### config.mk
export PLATFORM = sky130hd
export DESIGN_NAME = hlc_hash
export DESIGN_NICKNAME = d
export VERILOG_FILES = /design/src/hlc_pkg.sv /design/src/hlc_hash.sv
export SDC_FILE = /design/constraint.sdc
export NUM_CORES = 1
export LEC_CHECK = 0
export BUFFER_PORTS_ARGS = -buffer_cell sky130_fd_sc_hd__buf_2
export CORE_MARGIN = 2
export CORE_UTILIZATION = 49
export CTS_CLUSTER_DIAMETER = 60
export DETAILED_ROUTE_END_ITERATION = 6
export PLACE_DENSITY = 0.67
export SETUP_SLACK_MARGIN = 0.02
export SKIP_LAST_GASP = 1
export SLEW_MARGIN = 20
export SYNTH_ARGS = -nofsm -noshare
export SYNTH_HDL_FRONTEND = slang
export SYNTH_SLANG_ARGS = --single-unit
export TNS_END_PERCENT = 20
### constraint.sdc
create_clock -name aclk -period 7.2 [get_ports aclk]
set_input_delay 1.08 -clock aclk [delete_from_list [all_inputs] [get_ports aclk]]
set_output_delay 1.08 -clock aclk [all_outputs]
set_load 0.01 [all_outputs]
### src/hlc_pkg.sv
`timescale 1ns / 1ps
// ----------------------------------------------------------------------------
// hlc_pkg
// shared constants and codes of the hashed lru cache
// ----------------------------------------------------------------------------
package hlc_pkg;

    localparam int ENTRIES_DEF  = 256;
    localparam int KEY_BITS_DEF = 64;
    localparam int STAMP_W      = 48;
    localparam int SLOT_W       = 8;

    localparam logic [31:0] FNV_BASIS = 32'd2166136261;
    localparam logic [31:0] FNV_PRIME = 32'd16777619;

    localparam logic [7:0]         FPF_RESET   = 8'd2;
    localparam logic [STAMP_W-1:0] CLOCK_RESET = 48'd1;

    localparam logic REQ_LOOKUP = 1'b0;
    localparam logic REQ_FRAME  = 1'b1;

    typedef enum logic [2:0] {
        ST_HIT   = 3'd0,
        ST_FILL  = 3'd1,
        ST_EVICT = 3'd2,
        ST_OVER  = 3'd3,
        ST_FRAME = 3'd4
    } status_t;

endpackage

### src/hlc_hash.sv
`timescale 1ns / 1ps
// ----------------------------------------------------------------------------
// hlc_hash
// fnv-1a over eight key bytes, one byte per cycle, then the home index
// reduced modulo the table size, one hash byte per cycle
// ----------------------------------------------------------------------------
module hlc_hash
    import hlc_pkg::*;
#(
    parameter int ENTRIES = ENTRIES_DEF
) (
    input  logic                       aclk,
    input  logic                       aresetn,
    input  logic                       start,
    input  logic [63:0]                key,
    output logic                       done,
    output logic [$clog2(ENTRIES)-1:0] index
);

    localparam int IDX_W = $clog2(ENTRIES);
    localparam int REM_W = IDX_W + 8;
    localparam logic [REM_W-1:0] ENT_R = REM_W'(ENTRIES);

    typedef enum logic [2:0] {
        H_IDLE = 3'b001,
        H_FNV  = 3'b010,
        H_MOD  = 3'b100
    } hst_t;

    hst_t              st_reg, st_next;
    logic [2:0]        step_reg, step_next;
    logic [63:0]       data_reg, data_next;
    logic [31:0]       h_reg, h_next;
    logic [IDX_W-1:0]  rem_reg, rem_next;
    logic              done_reg, done_next;
    logic [31:0]       h_mix;
    logic [31:0]       prod;
    logic [REM_W-1:0]  t;

    assign h_mix = h_reg ^ {24'd0, data_reg[7:0]};
    assign prod  = h_mix * FNV_PRIME;

    // (rem * 256 + byte) mod ENTRIES by eight compare-subtract steps
    always_comb begin
        t = {rem_reg, h_reg[31:24]};
        for (int j = 7; j >= 0; j--) begin
            if (t >= (ENT_R << j)) begin
                t = t - (ENT_R << j);
            end
        end
    end

    always_comb begin
        st_next   = st_reg;
        step_next = step_reg;
        data_next = data_reg;
        h_next    = h_reg;
        rem_next  = rem_reg;
        done_next = 1'b0;
        unique case (st_reg)
            H_IDLE: begin
                if (start) begin
                    data_next = key;
                    h_next    = FNV_BASIS;
                    step_next = 3'd0;
                    st_next   = H_FNV;
                end
            end
            H_FNV: begin
                h_next    = prod;
                data_next = data_reg >> 8;
                step_next = step_reg + 3'd1;
                if (step_reg == 3'd7) begin
                    rem_next  = '0;
                    step_next = 3'd0;
                    st_next   = H_MOD;
                end
            end
            H_MOD: begin
                rem_next  = t[IDX_W-1:0];
                h_next    = h_reg << 8;
                step_next = step_reg + 3'd1;
                if (step_reg == 3'd3) begin
                    done_next = 1'b1;
                    st_next   = H_IDLE;
                end
            end
            default: begin
                st_next = H_IDLE;
            end
        endcase
    end

    always_ff @(posedge aclk) begin
        if (!aresetn) begin
            st_reg   <= H_IDLE;
            done_reg <= 1'b0;
        end else begin
            st_reg   <= st_next;
            done_reg <= done_next;
        end
        step_reg <= step_next;
        data_reg <= data_next;
        h_reg    <= h_next;
        rem_reg  <= rem_next;
    end

    assign done  = done_reg;
    assign index = rem_reg;

endmodule

==> flow_metrics.py <==
metrics = {
    "finish": {
        "multiInputGateArea_um2": 6160,
        "filler_cell_count": 1856,
        "drive_gt1_share_pct": 10.4,
        "mostFrequentLayoutCell": "nand2_1",
        "finalNetCount": 1393,
        "largest_reg_flops": 64,
        "area_delta_synth_final_pct": 10.2,
        "antenna_cells": 0,
        "seq_area_um2": 3290,
        "final_cell_mix": "nand2_1 (192), ha_1 (188), inv_1 (167), edfxtp_1 (107), buf_2 (75)",
    },
    "clocking": {
        "tritoncts": "built",
        "clockBufferDepth": 2,
        "clk_latency_ns": 0.36,
        "cts-root-buf": "clkbuf_16",
        "cts_sinks": 111,
        "postCtsSetupRepairBufs": 0,
        "hold_buffers": 0,
        "clk_pin_slew_ns": 0.08,
        "h-tree-depth": 3,
        "cts_resized": 0,
        "numCtsBuffers": 9,
    },
    "floorplan": {
        "fp.dieArea_um2": 21900,
        "die_h_um": 148,
        "die_w_um": 148,
        "rows": 52,
        "core_um2": 20300,
        "ios": 76,
        "start_util_pct": 50.0,
    },
    "run_status": {
        "status": "complete, no violations",
    },
    "routing": {
        "drtPass1Iterations": 5,
        "drc": 0,
        "vias_per_cell": 5.13,
        "drtIter0Drc": 364,
        "num_vias": 6863,
        "routedWlPerCell_um": 16.1,
        "wl_um": 21600,
        "ant_nets": 0,
    },
    "placed_design": {
        "portBuffers": 75,
        "hpwl_um": 16700,
        "gp_congestion": 0.897,
    },
    "timing": {
        "period_share_pct": 83.8,
        "setup-tns-final_ns": 0,
        "worstMarginPinSlew_ns": 0.954,
        "slew-limit-headroom_pct": 36.4,
        "fmax_mhz": 166,
        "drv_slew": 0,
        "fin_crit_ns": 6.03,
        "finalSetupViolCount": 0,
        "hold_viol_final": 0,
        "rsz0062_at_grt": "false",
        "fin_skew_ns": 0.00754,
    },
    "grt": {
        "grt_pass1_wl_um": 35800,
        "grt_overflow": 0,
        "antenna_found_initial": 1,
        "grt_max_degree": 81,
        "grt_pass1_vias": 7190,
        "grtUsageTotal_pct": 20.8,
    },
    "synthesis": {
        "synth_top_area_cell": "edfxtp_1",
        "synth_area_leaders": "edfxtp_1 (32%), ha_1 (23%), fa_1 (15%), nand2_1 (7.1%), inv_1 (6.2%)",
        "yosysSeqAreaShare_pct": 32.5,
        "syn_area_um2": 10100,
        "synth_area_per_cell_um2": 10.2,
        "yosys.cell_types.count": 50,
        "synthesis.nets": 1324,
        "synth.top_cell.area_share_pct": 31.7,
        "ys_warn_count": 0,
        "syn_inst": 995,
        "synth-seq-cells": 111,
    },
    "setup_path": {
        "startpoint": "h_reg[6]",
        "reg2reg_from": "h_reg[6]",
        "path_cells": "xor2_1 -> ha_1 -> ha_1 -> fa_1 -> ha_1 -> fa_1 -> ha_1 -> inv_1 -> fa_1 -> inv_1 -> ha_1 -> nand2_1 -> nor3_1 -> a31o_1 -> o41a_4 -> a22oi_2 -> a21oi_1 -> or3_1 -> a32o_1",
        "worst_ep_arrival_time_ns": 6.14,
        "critPathMaxStageDelay_ns": 0.55,
        "critical_path_class": "register to register",
        "cp_max_fo": 6,
        "start_kind": "register",
        "required_ns": 7.31,
        "crit_top_cell": "ha_1",
        "critPathSlowestCell": "xor2_1",
        "cp-end-kind": "register",
        "critPathTopFamily": "adder cells",
        "crit_buf_inv": 2,
    },
    "worst_hold_path": {
        "hold_class": "register to register",
        "hp-start": "data_reg[30]",
    },
    "run": {
        "drv_cap": 0,
    },
}
## synth_stat cells (all sizes together)
library cell,count
a2111oi,1
a211o,1
a211oi,4
a21boi,4
a21o,13
a21oi,31
a22oi,1
a31o,1
a31oi,5
a32o,3
and2,21
and3,2
and3b,1
and4,1
buf,3
clkbuf,20
dfxtp,4
edfxtp,107
fa,74
ha,188
inv,167
nand2,192
nand2b,5
nand3,1
nand3b,1
nand4,2
nor2,24
nor2b,3
nor3,3
nor3b,1
nor4,1
o211ai,4
o21a,1
o21ai,41
o21bai,1
o221ai,1
o22ai,3
o41a,1
o41ai,1
or2,2
or3,3
xnor2,26
xor2,26
## final cells by class
type,instances,share of cell area [%]
clock buffers,9,2.01
flip-flops and latches,111,29.5
repair buffers,81,3.76
multi-input cells,694,55.1
inverters,167,5.61
clock inverters,7,1.01
well taps,270,3.02
## metal layers
metal  wire length [um]  vias up  GRT usage [%]
met5                 12        -              0
met1               9630     3262           27.4
met4                591        2           6.52
met2              10400      142           34.8
met3                950       38           4.38
li1                   -     3419              -
## per-stage QoR
stage          instance area [um^2]  cells  hold slack, ns  worst slack, ns  utilization, %
4_1_cts                       11200   1339           0.513             1.17            55.1
5_1_grt                       11200   1339           0.528            0.735            55.1
6_report                      11200   1339           0.508             1.17            55.1
3_5_place_dp                  10800   1323           0.492             1.23            53.4
3_3_place_gp                  10800   1323           0.486             1.37            53.4
2_1_floorplan                 10100    995           0.484             1.57               -
## cells by family (layout without fill, tap and decap cells)
group,Yosys count,after routing,synth area share [%]
simple gates,263,263,10.9
flops,111,111,32.5
compound gates,117,117,7.27
buf+inv,190,264,7.03
fa+ha+maj,262,262,37.8
xor+xnor,52,52,4.49
## worst paths after layout
path                                endpoint  slack (ns)  cells past startpoint
worst max-delay path               h_reg[30]        1.17                     19
worst max register to register     h_reg[30]        1.17                     19
worst min register to register  data_reg[22]        0.51                      2
worst min-delay path            data_reg[22]        0.51                      2
## tightest hold or removal path: stages (launching register included)
cell	delay [ns]
edfxtp_1	0.32
nand2_1	0.05
nand2_1	0.04
Power is left out: the tool's default activity adds up to more than one toggle a clock period on the data nets, which glitch-free logic cannot reach.
